### src/sv/set_assoc_lru_cache_sim_assert.svh
`ifndef SET_ASSOC_LRU_CACHE_SIM_ASSERT_SVH
`define SET_ASSOC_LRU_CACHE_SIM_ASSERT_SVH

`ifndef SYNTHESIS

// antecedent implies consequent in the same cycle
`define SACS_ASSERT_IMP(lbl, ck, rs, ante, cons) \
  lbl: assert property (@(posedge ck) disable iff (rs) (ante) |-> (cons)) \
    else $error("sacs check failed");

// antecedent implies consequent in the next cycle
`define SACS_ASSERT_NEXT(lbl, ck, rs, ante, cons) \
  lbl: assert property (@(posedge ck) disable iff (rs) (ante) |=> (cons)) \
    else $error("sacs check failed");

`else

`define SACS_ASSERT_IMP(lbl, ck, rs, ante, cons)
`define SACS_ASSERT_NEXT(lbl, ck, rs, ante, cons)

`endif

`endif

### src/sv/sacs_ram.sv
module sacs_ram #(
  parameter int WIDTH = 8,
  parameter int DEPTH = 2,
  parameter int AW    = 1
) (
  input  logic             clk,
  input  logic             we,
  input  logic [AW-1:0]    waddr,
  input  logic [WIDTH-1:0] wdata,
  input  logic             re,
  input  logic [AW-1:0]    raddr,
  output logic [WIDTH-1:0] rdata
);

  logic [WIDTH-1:0] mem [DEPTH];

  always_ff @(posedge clk) begin
    if (we) begin
      mem[waddr] <= wdata;
    end
  end

  always_ff @(posedge clk) begin
    if (re) begin
      rdata <= mem[raddr];
    end
  end

endmodule

### config.mk
export PLATFORM = sky130hd
export DESIGN_NAME = sacs_ram
export DESIGN_NICKNAME = d
export VERILOG_FILES = /design/src/sv/set_assoc_lru_cache_sim_assert.svh /design/src/sv/sacs_ram.sv
export SDC_FILE = /design/constraint.sdc
export NUM_CORES = 1
export LEC_CHECK = 0
export BUFFER_PORTS_ARGS = -buffer_cell sky130_fd_sc_hd__buf_2
export CORE_AREA = 2 2 56 42
export CTS_CLUSTER_DIAMETER = 200
export DETAILED_ROUTE_END_ITERATION = 8
export DIE_AREA = 0 0 58 44
export GPL_TIMING_DRIVEN = 0
export PLACE_DENSITY = 0.69
export SYNTH_ARGS = -nofsm -noshare
export SYNTH_HDL_FRONTEND = slang
export SYNTH_SLANG_ARGS = --single-unit
### constraint.sdc
create_clock -name clk -period 1.04 [get_ports clk]
set_input_delay 0.26 -clock clk [delete_from_list [all_inputs] [get_ports clk]]
set_output_delay 0.26 -clock clk [all_outputs]
set_load 0.005 [all_outputs]
# Word-level counts from Yosys, hierarchy flattened
# Memories as Yosys holds them, arrays and structs flattened. A register that Yosys moved wholly into a read port is not among the register bits.
# Cells that the tools add are included.
[classes]
mux = 2
[op_table]
columns = ["cell", "count"]
rows = [
  ["2-to-1 mux 1 bit", 2],
]
[totals]
reg_bits = 0
memories = 1
output_inout_bits = 8
input_bits = 13
ramBits = 16
elab_cells = 3
[mem_list]
columns = ["memory", "words", "width", "rd", "rd_ports_with_merged_regs", "write_ports", "line", "rtl"]
rows = [
  ["mem", 2, 8, 1, 1, 1, "sacs_ram.sv:15", "logic [WIDTH-1:0] mem [DEPTH];"],
]

# Logic depth before layout (Yosys ltp)
[logic_depth]
depth_word = 2
depth_mapped = 2

# Worst setup path after synthesis
# No wires, ideal clock.
[synth_path]
path_type = "input -> register"
startpoint = "input we"
endpoint = "memory mem[0][0], enable pin"
path_slack_ns = -0.013
path_buffers = 0
stages = 1
t_arrival_ns = 0.680
setup_time_ns = 0.373
t_required_ns = 0.667
cell_sequence = "nor2b_1"
[synth_between]
elab_chain_cells = 2
[synth_lines]
columns = ["element", "line", "rtl"]
rows = [
  ["start, declared", "sacs_ram.sv:7", "input logic we,"],
  ["2-to-1 mux 1 bit", "sacs_ram.sv:18", "if (we) begin"],
  ["2-to-1 mux 1 bit (not written as such)", "sacs_ram.sv:19", "mem[waddr] <= wdata;"],
  ["end, declared", "sacs_ram.sv:15", ""],
]
# No other way between the ends.

# Worst setup path in the final report
[layout_path]
startpoint = "register rdata[7], read port of mem"
endpoint = "output rdata[7]"
[layout_lines]
columns = ["element", "line", "rtl"]
rows = [
  ["start, declared", "sacs_ram.sv:12", "output logic [WIDTH-1:0] rdata"],
]
# No word-level cell between the ends.

==> impl_metrics.py <==
metrics = {
    "outcome": {
        "violations": "negative setup slack",
        "outcome": "finished, violations left",
    },
    "pwr": {
        "internal_power_mw": 1.352,
        "seqPwrFrac_pct": 69.7,
        "power_switching_mw": 0.3054,
        "swShare_pct": 18.42,
        "cellLeakagePower_nw": 0.3946,
        "p_comb_share_pct": 7.9,
        "pwr-share-clk_pct": 22.4,
        "powerDensity_mw_per_mm2": 1634,
        "max-vdd-ir-drop_v": 0.0008813,
    },
    "timing": {
        "rsz0062_at_grt": "true",
        "finalHoldViolations": 0,
        "setup_viol": 8,
        "max-slew-margin-rel_pct": 71.58,
        "setup_slack_ns": -0.02348,
        "holdWs_ns": 0.1417,
        "slew_viol_final": 0,
        "fin_crit_sh_pct": 102.3,
        "max_clock_freq_mhz": 940.3,
        "worstMarginPinSlew_ns": 0.4244,
        "min_period_ns": 1.063,
        "clock_skew_ns": 0.002091,
    },
    "worst_setup_path": {
        "critPathSlowestCell": "edfxtp_1",
        "cp_max_fo": 1,
        "timing.critical_path.buf_inv": 1,
        "critPathLaunch": "rdata[7]",
        "crit_path_start_kind": "flip-flop",
        "arrival_ns": 0.80,
        "endpoint_kind": "output port",
        "crit_family": "flip-flops",
        "cp_cell_sequence": "buf_2",
        "slowest_delay_ns": 0.37,
        "crit_required_ns": 0.78,
        "crit_type": "flip-flop to output port",
        "rr_startpoint": "mem[1][2]",
    },
    "synthesis": {
        "ys_types": 5,
        "ys.flop_type": "edfxtp_1",
        "syn_avg_cell_area_um2": 24.70,
        "yosysMostFrequentCell": "edfxtp_1",
        "synthTopCellsByCount": "edfxtp_1 (24), mux2_4 (8), and2_1 (1), buf_6 (1), nor2b_1 (1)",
        "syn-cell-area_um2": 864.6,
        "ys_ff_latch": 24,
        "ys.warnings.count": 0,
        "synth.largest_area_cell": "edfxtp_1",
        "ys_seq_area_share_pct": 83.36,
        "async_flop_share_pct": 0,
        "synth_edf_count": 24,
        "postSynthCellCount": 35,
        "synth.area.top_cells": "edfxtp_1 (83%), mux2_4 (14%), buf_6 (1.3%), and2_1 (0.72%), nor2b_1 (0.72%)",
        "synth_top_area_share_pct": 83.36,
        "synth_nets": 48,
    },
    "final_layout": {
        "seq_area_um2": 720.7,
        "synthToLayoutAreaGrowth_pct": 17.37,
        "antennaDiodeCount": 0,
        "multi_input_area_um2": 135.1,
        "nets": 72,
        "fillers": 168,
        "final_layout_size_suffix_gt1_share_pct": 56.14,
        "final_cells": 81,
    },
    "clock_tree": {
        "clock_latency_ns": 0.30,
        "htreeDepth": 1,
        "cts_tree": "yes",
        "cts_buffers": 3,
        "cts-root-buf": "clkbuf_4",
        "clk_path_buf_depth": 2,
        "cts_resized": 0,
        "cts_sinks": 24,
        "clk_pin_slew_worst_paths_ns": 0.11,
    },
    "placement": {
        "placed_cells": 78,
        "place_congestion": 0.5899,
        "post-place-ws_ns": -0.06099,
        "io_buffers": 19,
    },
    "routing": {
        "routed_wl_um": 1069,
        "wl_met2_um": 490,
        "drc": 0,
        "vias": 386,
        "met3_length_um": 80,
        "vias_per_cell": 4.765,
        "highest_layer": "met4",
        "drtIter0Drc": 6,
        "drtAntennaViolNets": 0,
        "wire_per_inst_um": 13.20,
        "firstDrtPassIters": 4,
        "m1WireLength_um": 473,
    },
    "hold_path": {
        "hp-start": "wdata[6]",
        "hp-class": "primary input to flip-flop",
    },
    "global_routing": {
        "grt_pass1_wl_um": 1704,
        "grt_usage_pct": 9.502,
        "antenna_found_initial": 0,
        "grt_max_degree": 13,
        "first_global_vias": 374,
        "overflow": 0,
    },
    "floorplanning": {
        "initial_core_util_pct": 42.55,
        "fp.dieW_um": 58,
        "die_y_um": 44,
        "rows": 14,
        "core_area_mm2": 0.002032,
        "ios": 21,
        "dieArea_mm2": 0.002552,
    },
    "flow_run": {
        "drv_cap": 0,
    },
}
==> routing by layer <==
metal  vias to the layer above  GRT usage (%)
met5                         -              0
met4                         0          5.581
met3                         4          3.881
met2                        18          15.45
met1                       180          10.63
li1                        184              -
==> power by group through the flow <==
stage          Combinational, mW  Sequential (mW)  Clock, mW
2_1_floorplan             0.0668             1.18          0
3_3_place_gp               0.130             1.17          0
3_5_place_dp               0.134             1.18          0
4_1_cts                    0.134             1.16      0.395
5_1_grt                    0.144             1.16      0.436
6_report                   0.130             1.16      0.372
==> metrics by stage <==
step / power, mW / util, % / TNS, ns / instance area [um^2]
after floorplan: 1.247 / - / 0 / 867.1
after global placement: 1.305 / 48.83 / -0.6190 / 992.2
after detailed placement: 1.314 / 48.83 / -0.7099 / 992.2
after CTS: 1.686 / 49.94 / -0.2740 / 1015
after global routing: 1.741 / 49.94 / -0.5922 / 1015
final: 1.658 / 49.94 / -0.1128 / 1015
==> layout by cell type (no fill, tap or decap), drive strengths merged <==
cell type	instances
clkbuf	3
nor2b	1
buf	20
and2	1
edfxtp	24
mux2	8
==> kinds of logic after synthesis <==
group | after synthesis | share of synthesized area (%)
buf+inv | 1 | 1.302
flops | 24 | 83.36
mux | 8 | 13.89
simple gates | 2 | 1.448
==> worst paths after layout <==
| check | end | slack [ns] | depth (start not counted) |
|---|---|---|---|
| worst max-delay path | rdata[7] | -0.02 | 1 |
| worst min-delay path | mem[1][6] | 0.14 | 1 |
| worst max register to register | rdata[2] | 0.14 | 1 |
| worst min register to register | rdata[0] | 0.56 | 1 |
==> registers in the layout, summed over array words and instances (netlist names) <==
signal,count
mem,16
rdata,8
==> area by class of cell <==
class                           instances  area share [%]
Clock buffer                            3           2.219
Tap cell                               24           2.959
Sequential cell                        24           71.02
Multi-Input combinational cell         10           13.32
Buffer                                  1           1.110
Timing Repair Buffer                   19           9.371
==> repair_timing <==
| item | 4_1_cts | 5_1_grt |
|---|---|---|
| endpoints found under the setup margin | 8 | 8 |
| pin swaps | 0 | 0 |
| endpoints found under the hold margin | 0 | 0 |
| setup buffers | 0 | 0 |
| hold buffers | 0 | 0 |
| gates cloned | 0 | 0 |
Note: power is estimated with default switching activity, not from simulation.
